`config.mk`:
```
export PLATFORM = sky130hd
export DESIGN_NAME = i2c_display_byte_writer_core_flat
export DESIGN_NICKNAME = d
export VERILOG_FILES = /design/src/rtl/core/idbw_pkg.sv /design/src/rtl/core/idbw_channels.sv /design/src/rtl/core/i2c_display_byte_writer_core.sv /design/src/rtl/core/idbw_symbol_gen.sv /design/src/flat_wrapper.sv
export SDC_FILE = /design/constraint.sdc
export NUM_CORES = 1
export LEC_CHECK = 0
export ABC_CLOCK_PERIOD_IN_PS = 2400
export BUFFER_PORTS_ARGS = -buffer_cell sky130_fd_sc_hd__buf_2
export CAP_MARGIN = 20
export CORE_ASPECT_RATIO = 0.6
export CORE_MARGIN = 5
export CORE_UTILIZATION = 45
export CTS_BUF_LIST = sky130_fd_sc_hd__clkbuf_2 sky130_fd_sc_hd__clkbuf_4 sky130_fd_sc_hd__clkbuf_8
export DETAILED_ROUTE_END_ITERATION = 10
export PLACE_DENSITY_LB_ADDON = 0.15
export SLEW_MARGIN = 15
export SYNTH_ARGS = -nofsm -noshare
export SYNTH_HDL_FRONTEND = slang
export SYNTH_SLANG_ARGS = --single-unit
```
`constraint.sdc`:
```
create_clock -name clock -period 2.4 [get_ports clock]
set_clock_uncertainty 0.2 [all_clocks]
set_input_delay 0 -clock clock [delete_from_list [all_inputs] [get_ports clock]]
set_output_delay 0 -clock clock [all_outputs]
set_load 0.02 [all_outputs]
```
`src/rtl/core/idbw_pkg.sv`:
```
`timescale 1ns / 1ps
// ----------------------------------------------------------------------------
// idbw_pkg
// Types and constants shared by the display byte writer core: the bus symbol
// codes, the symbol record and the positions of the transaction's parts.
// ----------------------------------------------------------------------------
package idbw_pkg;

   typedef enum logic [1:0] {
      KIND_START = 2'd0,
      KIND_BIT   = 2'd1,
      KIND_ACK   = 2'd2,
      KIND_STOP  = 2'd3
   } symbol_kind_type;

   typedef struct packed {
      symbol_kind_type kind;
      logic            bit_value;
      logic            last;
   } symbol_type;

   localparam logic [7:0] ADDR_RESET   = 8'h78;
   localparam logic [7:0] CTRL_DATA    = 8'h40;
   localparam logic [7:0] CTRL_COMMAND = 8'h00;
   localparam logic [7:0] MSB_MASK     = 8'h80;

   localparam int SYMBOLS_PER_ITEM = 29;
   localparam int IDX_W            = $clog2(SYMBOLS_PER_ITEM);

   typedef logic [IDX_W-1:0] idx_type;

   // First symbol index of each byte and of the stop.
   localparam idx_type ADDR_FIRST = idx_type'(1);
   localparam idx_type CTRL_FIRST = idx_type'(10);
   localparam idx_type DATA_FIRST = idx_type'(19);
   localparam idx_type STOP_IDX   = idx_type'(SYMBOLS_PER_ITEM - 1);

   // Offset within a byte at which the acknowledge clock is sent.
   localparam logic [3:0] ACK_OFFSET = 4'd8;

endpackage

```
`src/rtl/core/idbw_channels.sv`:
```
`timescale 1ns / 1ps
// ----------------------------------------------------------------------------
// idbw channels
// Valid/ready channel interfaces for the request, response and register
// write ports of the display byte writer core.
// ----------------------------------------------------------------------------
interface idbw_req_if;
   logic       valid;
   logic       ready;
   logic [7:0] data_byte;
   logic       is_data;

   modport source (output valid, output data_byte, output is_data, input ready);
   modport sink   (input valid, input data_byte, input is_data, output ready);
endinterface

interface idbw_rsp_if;
   logic       valid;
   logic       ready;
   logic [1:0] symbol_kind;
   logic       bit_value;
   logic       last;

   modport source (output valid, output symbol_kind, output bit_value, output last,
                   input ready);
   modport sink   (input valid, input symbol_kind, input bit_value, input last,
                   output ready);
endinterface

interface idbw_csr_if;
   logic       valid;
   logic       ready;
   logic [7:0] slave_address_byte;

   modport source (output valid, output slave_address_byte, input ready);
   modport sink   (input valid, input slave_address_byte, output ready);
endinterface

```
`src/rtl/core/i2c_display_byte_writer_core.sv`:
```
`timescale 1ns / 1ps
// ----------------------------------------------------------------------------
// i2c_display_byte_writer_core
// Expands each display byte into the symbol stream of one I2C write
// transaction: start, address byte, control byte, payload byte, stop.
// ----------------------------------------------------------------------------
// Usage:
//   req_if carries one display byte and its data/command flag per transfer.
//   rsp_if delivers 29 bus symbols per request: a start, three bytes of eight
//   bit clocks and one acknowledge clock each, then a stop flagged by last.
//   csr_if writes the address byte (write bit included) sent after the start;
//   it is always ready and should only be written while the core is idle.
// A request passes the pending and the active register; its first symbol is
//   then registered in the output register.
// Throughput: one symbol per cycle while rsp_if.ready is held high, the
//   symbol counter stepping through the transaction.
// One request is held in a pending register while the previous transaction
//   is still being sent, so the next request is taken without a gap.
// A stall on rsp_if holds the current symbol in the output register and
//   freezes the symbol counter; nothing is lost or repeated.
// Reset clears all valid flags and the counter and loads address byte 0x78.
// ----------------------------------------------------------------------------
module i2c_display_byte_writer_core
   import idbw_pkg::*;
(
   input  logic      clock,
   input  logic      reset,
   idbw_req_if.sink   req_if,
   idbw_rsp_if.source rsp_if,
   idbw_csr_if.sink   csr_if
);

   logic [7:0] slave_addr_ff;

   logic       pend_valid_ff, pend_valid_in;
   logic [7:0] pend_data_ff,  pend_data_in;
   logic       pend_is_data_ff, pend_is_data_in;

   logic       act_valid_ff, act_valid_in;
   logic [7:0] act_data_ff,  act_data_in;
   logic       act_is_data_ff, act_is_data_in;
   idx_type    idx_ff, idx_in;

   logic       rsp_valid_ff, rsp_valid_in;
   symbol_type rsp_sym_ff, rsp_sym_in;

   symbol_type gen_sym;
   logic       out_free;
   logic       step;
   logic       finish;
   logic       req_fire;
   logic       load;

   // Register write port.
   assign csr_if.ready = 1'b1;

   always_ff @(posedge clock) begin
      if (reset) begin
         slave_addr_ff <= ADDR_RESET;
      end else if (csr_if.valid) begin
         slave_addr_ff <= csr_if.slave_address_byte;
      end
   end

   // Handshake control.
   assign out_free     = !rsp_valid_ff || rsp_if.ready;
   assign step         = act_valid_ff && out_free;
   assign finish       = step && (idx_ff == STOP_IDX);
   assign req_if.ready = !pend_valid_ff;
   assign req_fire     = req_if.valid && !pend_valid_ff;
   assign load         = (!act_valid_ff || finish) && pend_valid_ff;

   idbw_symbol_gen u_symbol_gen (
      .idx                (idx_ff),
      .slave_address_byte (slave_addr_ff),
      .is_data            (act_is_data_ff),
      .data_byte          (act_data_ff),
      .symbol             (gen_sym)
   );

   always_comb begin
      pend_valid_in   = pend_valid_ff;
      pend_data_in    = pend_data_ff;
      pend_is_data_in = pend_is_data_ff;
      if (req_fire) begin
         pend_valid_in   = 1'b1;
         pend_data_in    = req_if.data_byte;
         pend_is_data_in = req_if.is_data;
      end else if (load) begin
         pend_valid_in = 1'b0;
      end
   end

   always_comb begin
      act_valid_in   = act_valid_ff;
      act_data_in    = act_data_ff;
      act_is_data_in = act_is_data_ff;
      idx_in         = idx_ff;
      if (load) begin
         act_valid_in   = 1'b1;
         act_data_in    = pend_data_ff;
         act_is_data_in = pend_is_data_ff;
         idx_in         = '0;
      end else if (finish) begin
         act_valid_in = 1'b0;
         idx_in       = '0;
      end else if (step) begin
         idx_in = idx_ff + idx_type'(1);
      end
   end

   always_comb begin
      rsp_valid_in = rsp_valid_ff;
      rsp_sym_in   = rsp_sym_ff;
      if (out_free) begin
         rsp_valid_in = step;
         rsp_sym_in   = gen_sym;
      end
   end

   always_ff @(posedge clock) begin
      if (reset) begin
         pend_valid_ff <= 1'b0;
         act_valid_ff  <= 1'b0;
         idx_ff        <= '0;
         rsp_valid_ff  <= 1'b0;
      end else begin
         pend_valid_ff <= pend_valid_in;
         act_valid_ff  <= act_valid_in;
         idx_ff        <= idx_in;
         rsp_valid_ff  <= rsp_valid_in;
      end
   end

   always_ff @(posedge clock) begin
      pend_data_ff    <= pend_data_in;
      pend_is_data_ff <= pend_is_data_in;
      act_data_ff     <= act_data_in;
      act_is_data_ff  <= act_is_data_in;
      rsp_sym_ff      <= rsp_sym_in;
   end

   assign rsp_if.valid       = rsp_valid_ff;
   assign rsp_if.symbol_kind = rsp_sym_ff.kind;
   assign rsp_if.bit_value   = rsp_sym_ff.bit_value;
   assign rsp_if.last        = rsp_sym_ff.last;

endmodule

```
`src/rtl/core/idbw_symbol_gen.sv`:
```
`timescale 1ns / 1ps
// ----------------------------------------------------------------------------
// idbw_symbol_gen
// Decodes a symbol index within one write transaction into the bus symbol
// sent at that position.
// ----------------------------------------------------------------------------
module idbw_symbol_gen
   import idbw_pkg::*;
(
   input  idx_type    idx,
   input  logic [7:0] slave_address_byte,
   input  logic       is_data,
   input  logic [7:0] data_byte,
   output symbol_type symbol
);

   logic [7:0]       cur_byte;
   logic [IDX_W-1:0] offset_wide;
   logic [3:0]       offset;
   logic             in_byte;
   logic [7:0]       shifted;

   always_comb begin
      cur_byte    = data_byte;
      offset_wide = '0;
      in_byte     = 1'b1;
      priority if (idx < ADDR_FIRST) begin
         in_byte = 1'b0;
      end else if (idx < CTRL_FIRST) begin
         cur_byte    = slave_address_byte;
         offset_wide = idx - ADDR_FIRST;
      end else if (idx < DATA_FIRST) begin
         cur_byte    = is_data ? CTRL_DATA : CTRL_COMMAND;
         offset_wide = idx - CTRL_FIRST;
      end else if (idx < STOP_IDX) begin
         cur_byte    = data_byte;
         offset_wide = idx - DATA_FIRST;
      end else begin
         in_byte = 1'b0;
      end
   end

   assign offset  = offset_wide[3:0];
   assign shifted = cur_byte << offset[2:0];

   always_comb begin
      symbol.bit_value = 1'b0;
      symbol.last      = 1'b0;
      if (!in_byte) begin
         if (idx < ADDR_FIRST) begin
            symbol.kind = KIND_START;
         end else begin
            symbol.kind = KIND_STOP;
            symbol.last = 1'b1;
         end
      end else if (offset == ACK_OFFSET) begin
         symbol.kind = KIND_ACK;
      end else begin
         // Bytes go out most significant bit first.
         symbol.kind      = KIND_BIT;
         symbol.bit_value = |(shifted & MSB_MASK);
      end
   end

endmodule

```
`src/flat_wrapper.sv`:
```
// flat-port wrapper written by rule: the top's interface ports become plain ports
module i2c_display_byte_writer_core_flat import idbw_pkg::*;
  (clock, reset, req_if_valid, req_if_data_byte, req_if_is_data, req_if_ready, rsp_if_valid, rsp_if_symbol_kind, rsp_if_bit_value, rsp_if_last, rsp_if_ready, csr_if_valid, csr_if_slave_address_byte, csr_if_ready);
  idbw_req_if req_if_i ();
  idbw_rsp_if rsp_if_i ();
  idbw_csr_if csr_if_i ();
  input  logic clock;
  input  logic reset;
  input wire logic [$bits(req_if_i.valid)-1:0] req_if_valid;
  input wire logic [$bits(req_if_i.data_byte)-1:0] req_if_data_byte;
  input wire logic [$bits(req_if_i.is_data)-1:0] req_if_is_data;
  output wire logic [$bits(req_if_i.ready)-1:0] req_if_ready;
  output wire logic [$bits(rsp_if_i.valid)-1:0] rsp_if_valid;
  output wire logic [$bits(rsp_if_i.symbol_kind)-1:0] rsp_if_symbol_kind;
  output wire logic [$bits(rsp_if_i.bit_value)-1:0] rsp_if_bit_value;
  output wire logic [$bits(rsp_if_i.last)-1:0] rsp_if_last;
  input wire logic [$bits(rsp_if_i.ready)-1:0] rsp_if_ready;
  input wire logic [$bits(csr_if_i.valid)-1:0] csr_if_valid;
  input wire logic [$bits(csr_if_i.slave_address_byte)-1:0] csr_if_slave_address_byte;
  output wire logic [$bits(csr_if_i.ready)-1:0] csr_if_ready;
  assign req_if_i.valid = req_if_valid;
  assign req_if_i.data_byte = req_if_data_byte;
  assign req_if_i.is_data = req_if_is_data;
  assign req_if_ready = req_if_i.ready;
  assign rsp_if_valid = rsp_if_i.valid;
  assign rsp_if_symbol_kind = rsp_if_i.symbol_kind;
  assign rsp_if_bit_value = rsp_if_i.bit_value;
  assign rsp_if_last = rsp_if_i.last;
  assign rsp_if_i.ready = rsp_if_ready;
  assign csr_if_i.valid = csr_if_valid;
  assign csr_if_i.slave_address_byte = csr_if_slave_address_byte;
  assign csr_if_ready = csr_if_i.ready;
  i2c_display_byte_writer_core u_core (.clock(clock), .reset(reset), .req_if(req_if_i), .rsp_if(rsp_if_i), .csr_if(csr_if_i));
endmodule
```
==> results.json <==
{
  "coreArea_um2": 4167,
  "wl_per_cell_um": 15.99,
  "max_slew_margin": 0.5092,
  "reg2reg_slack_ns": -0.03,
  "min-delay-start": "req_if_valid",
  "min_delay_path_depth": 2,
  "ys_seq_elements": 38,
  "p_comb_frac": 0.153,
  "power_density_nw_per_um2": 579.7,
  "ys.warnings.count": 0,
  "dpl.hpwl_mm": 3.204,
  "rsz0062_at_grt": "true",
  "critical_path.max_fanout": 4,
  "grt_util_all_layers": 0.1883,
  "r2r-end": "u_core.rsp_if.bit_value",
  "routed_wl_mm": 5.134,
  "synthArstFlopShare": 0,
  "placed_cells": 275,
  "antenna_found_initial": 0,
  "grt_first_pass_wirelength_mm": 8.169,
  "timing.hold.ws_ns": 0.04897,
  "clkLatencyLatePin_ns": 0.31,
  "dr.pass1.iters": 4,
  "clk_pin_slew_ns": 0.09,
  "layout_commonest_cell": "dlygate4sd3_1",
  "synth_edf_count": 22,
  "crit-reg2reg-launch": "u_core.idx_ff[1]",
  "final_cells": 321,
  "vias_per_cell": 5.299,
  "cts_root_buf": "clkbuf_8",
  "cts-htree-levels": 2,
  "mostFrequentLayoutCells": "dlygate4sd3_1 (32), buf_2 (27), edfxtp_1 (22), buf_4 (20), nor2_1 (15)",
  "seqPwrFrac": 0.448,
  "syn_nets": 213,
  "syn_avg_cell_area_um2": 10.72,
  "start_util": 0.4736,
  "fmax_ghz": 0.4117,
  "nNetsFinal": 289,
  "outcome": "complete, but fails checks",
  "hold-path-endpoint": "u_core.pend_data_ff[2]",
  "violations": "negative setup slack",
  "synthesis.area_um2": 1973,
  "diodes": 0,
  "syn_to_final_growth_pct": 45.85,
  "path_class": "reg2reg",
  "boundaryPins": 29,
  "drv_cap": 0,
  "grt_pass1_vias": 1666,
  "gp_congestion": 0.9491,
  "fp.dieW_um": 95.49,
  "r2r_cells": 9,
  "worst_pin_slew_ns": 0.7347,
  "cts-buffers-inserted": 5,
  "hold_viol_final": 0,
  "start_kind": "flip-flop",
  "setup_viol": 1,
  "cellLeakagePower_nw": 1.215,
  "cts_tree": "done",
  "portBuffers": 27,
  "grt_max_degree": 16,
  "ys.flop_type": "edfxtp_1",
  "cts_buffer_depth": 2,
  "drt_iter0_drc": 180,
  "gr-total-overflow": 0,
  "worst_hold_path_type": "in2reg",
  "syn_inst": 184,
  "die_y_um": 61.29,
  "power.internal_mw": 1.279,
  "rows": 18,
  "placed_cell_area_um2": 2267,
  "drv_slew": 0,
  "cp.arrival_ns": 2.30,
  "via_count": 1701,
  "preCtsSetupSlack_ns": -0.03562,
  "drive_gt1_frac": 0.3372,
  "ant_nets": 0,
  "vdd_drop_max_uv": 477.8,
  "ys_seq_area_frac": 0.4971,
  "post-route-drc-count": 0,
  "required_ns": 2.27,
  "clock_power_share": 0.400,
  "fin_crit_sh": 1.012,
  "power.total_mw": 1.668,
  "final_area_um2": 2878,
  "swShare": 0.2333,
  "die_area_um2": 5852,
  "cp-end-kind": "flip-flop",
  "setup_ws_ns": -0.02906,
  "synth_cell_type_count": 47,
  "p_sw_uw": 389.2,
  "finalCriticalPeriod_ns": 2.429,
  "cts.sinks": 38
}
[cells by family (layout without fill, tap and decap cells)]
group | count (synthesis) | after routing | synth area share
AND/OR/NAND/NOR | 65 | 65 | 0.1795
AO/OA/AOI/OAI | 41 | 41 | 0.1725
flip-flops | 38 | 38 | 0.4971
buffers and inverters | 20 | 97 | 0.04692
adder cells (fa/ha/maj) | 7 | 7 | 0.04439
multiplexers | 7 | 7 | 0.03551
XOR/XNOR | 5 | 5 | 0.02220
other | 1 | 1 | 0.001901
[cells in the mapped netlist (2+ instances only)]
cell	count	area (um^2)
nor2b_1	6	37.54
a211o_1	5	43.79
xor2_1	2	17.52
mux2i_1	7	70.07
a21o_1	2	15.01
clkbuf_1	4	15.01
nand2b_1	9	56.30
o32ai_1	3	26.28
a211oi_1	6	45.04
nor4b_1	2	17.52
and2_1	2	12.51
inv_1	8	30.03
a31oi_1	5	31.28
xnor2_1	3	26.28
nand3_1	7	35.03
buf_2	5	25.02
nor2_1	16	60.06
nand2_1	10	37.54
ha_1	7	87.58
dfxtp_1	16	320.3
nand4_1	2	12.51
a21oi_1	4	20.02
nor3_1	4	20.02
edfxtp_1	22	660.6
a21bo_2	3	30.03
and3_1	3	18.77
[worst max path at each step]
stage / start / endpoint / cells after the start
floorplan: u_core.idx_ff[2] / u_core.rsp_if.bit_value / 9
finish: u_core.idx_ff[1] / u_core.rsp_if.bit_value / 9
global route: u_core.idx_ff[2] / u_core.rsp_if.bit_value / 9
global placement: u_core.idx_ff[1] / u_core.rsp_if.bit_value / 8
CTS: u_core.idx_ff[1] / u_core.rsp_if.bit_value / 9
detailed placement: u_core.idx_ff[1] / u_core.rsp_if.bit_value / 8
[registers in the layout, indices dropped and copies added (netlist names), 2 cells and up]
name and count:
u_core.slave_addr_ff 8, u_core.rsp_if.symbol_kind 2, u_core.act_data_ff 8, u_core.idx_ff 5, u_core.pend_data_ff 8
[layer usage]
metal,vias to the layer above,share of wire,global-route usage,wire [um]
li1,824,-,-,-
met5,-,0,0,0
met2,82,0.45,0.3124,2321
met3,15,0.086,0.05006,444
met4,0,0.026,0.07490,131
met1,780,0.44,0.2392,2237
[metrics by stage]
stage / utilization / TNS, ns
after floorplan: - / 0
after global placement: 0.5441 / 0
after detailed placement: 0.5441 / -0.03562
after CTS: 0.6658 / 0
after global routing: 0.6907 / -0.1222
final: 0.6907 / -0.02906
[power groups by stage]
stage / logic [mW] / clock network [mW] / registers, mW
after floorplan: 0.113 / 0 / 0.762
after global placement: 0.174 / 0 / 0.759
after detailed placement: 0.180 / 0 / 0.760
after CTS: 0.229 / 0.674 / 0.745
after global routing: 0.273 / 0.711 / 0.751
final: 0.255 / 0.667 / 0.747
[worst max-delay path: stages (launching register included)]
cell and delay, ns:
dfxtp_2 0.37, inv_4 0.06, ha_4 0.15, and2_1 0.22, nor3_1 0.40, a311o_1 0.28, buf_4 0.16, nand2_2 0.06
o311ai_2 0.22, nor3_1 0.07
[timing repair]
action | in CTS | in global routing
hold endpoints to repair | 24 | 0
setup buffers | 3 | 3
endpoints found under the setup margin | 1 | 1
resized for setup | 6 | 17
pin swaps | 6 | 8
hold buffers | 32 | 0
[area by class of cell]
class,count,area [um^2]
clock inverters,3,68.82
well taps,60,75.07
inverters,8,35.03
flip-flops and latches,38,985.9
repair buffers,81,628.1
fillers,293,1289
clock buffers,5,68.82
multi-input cells,126,1016
Power figures use the tool's default switching activity.
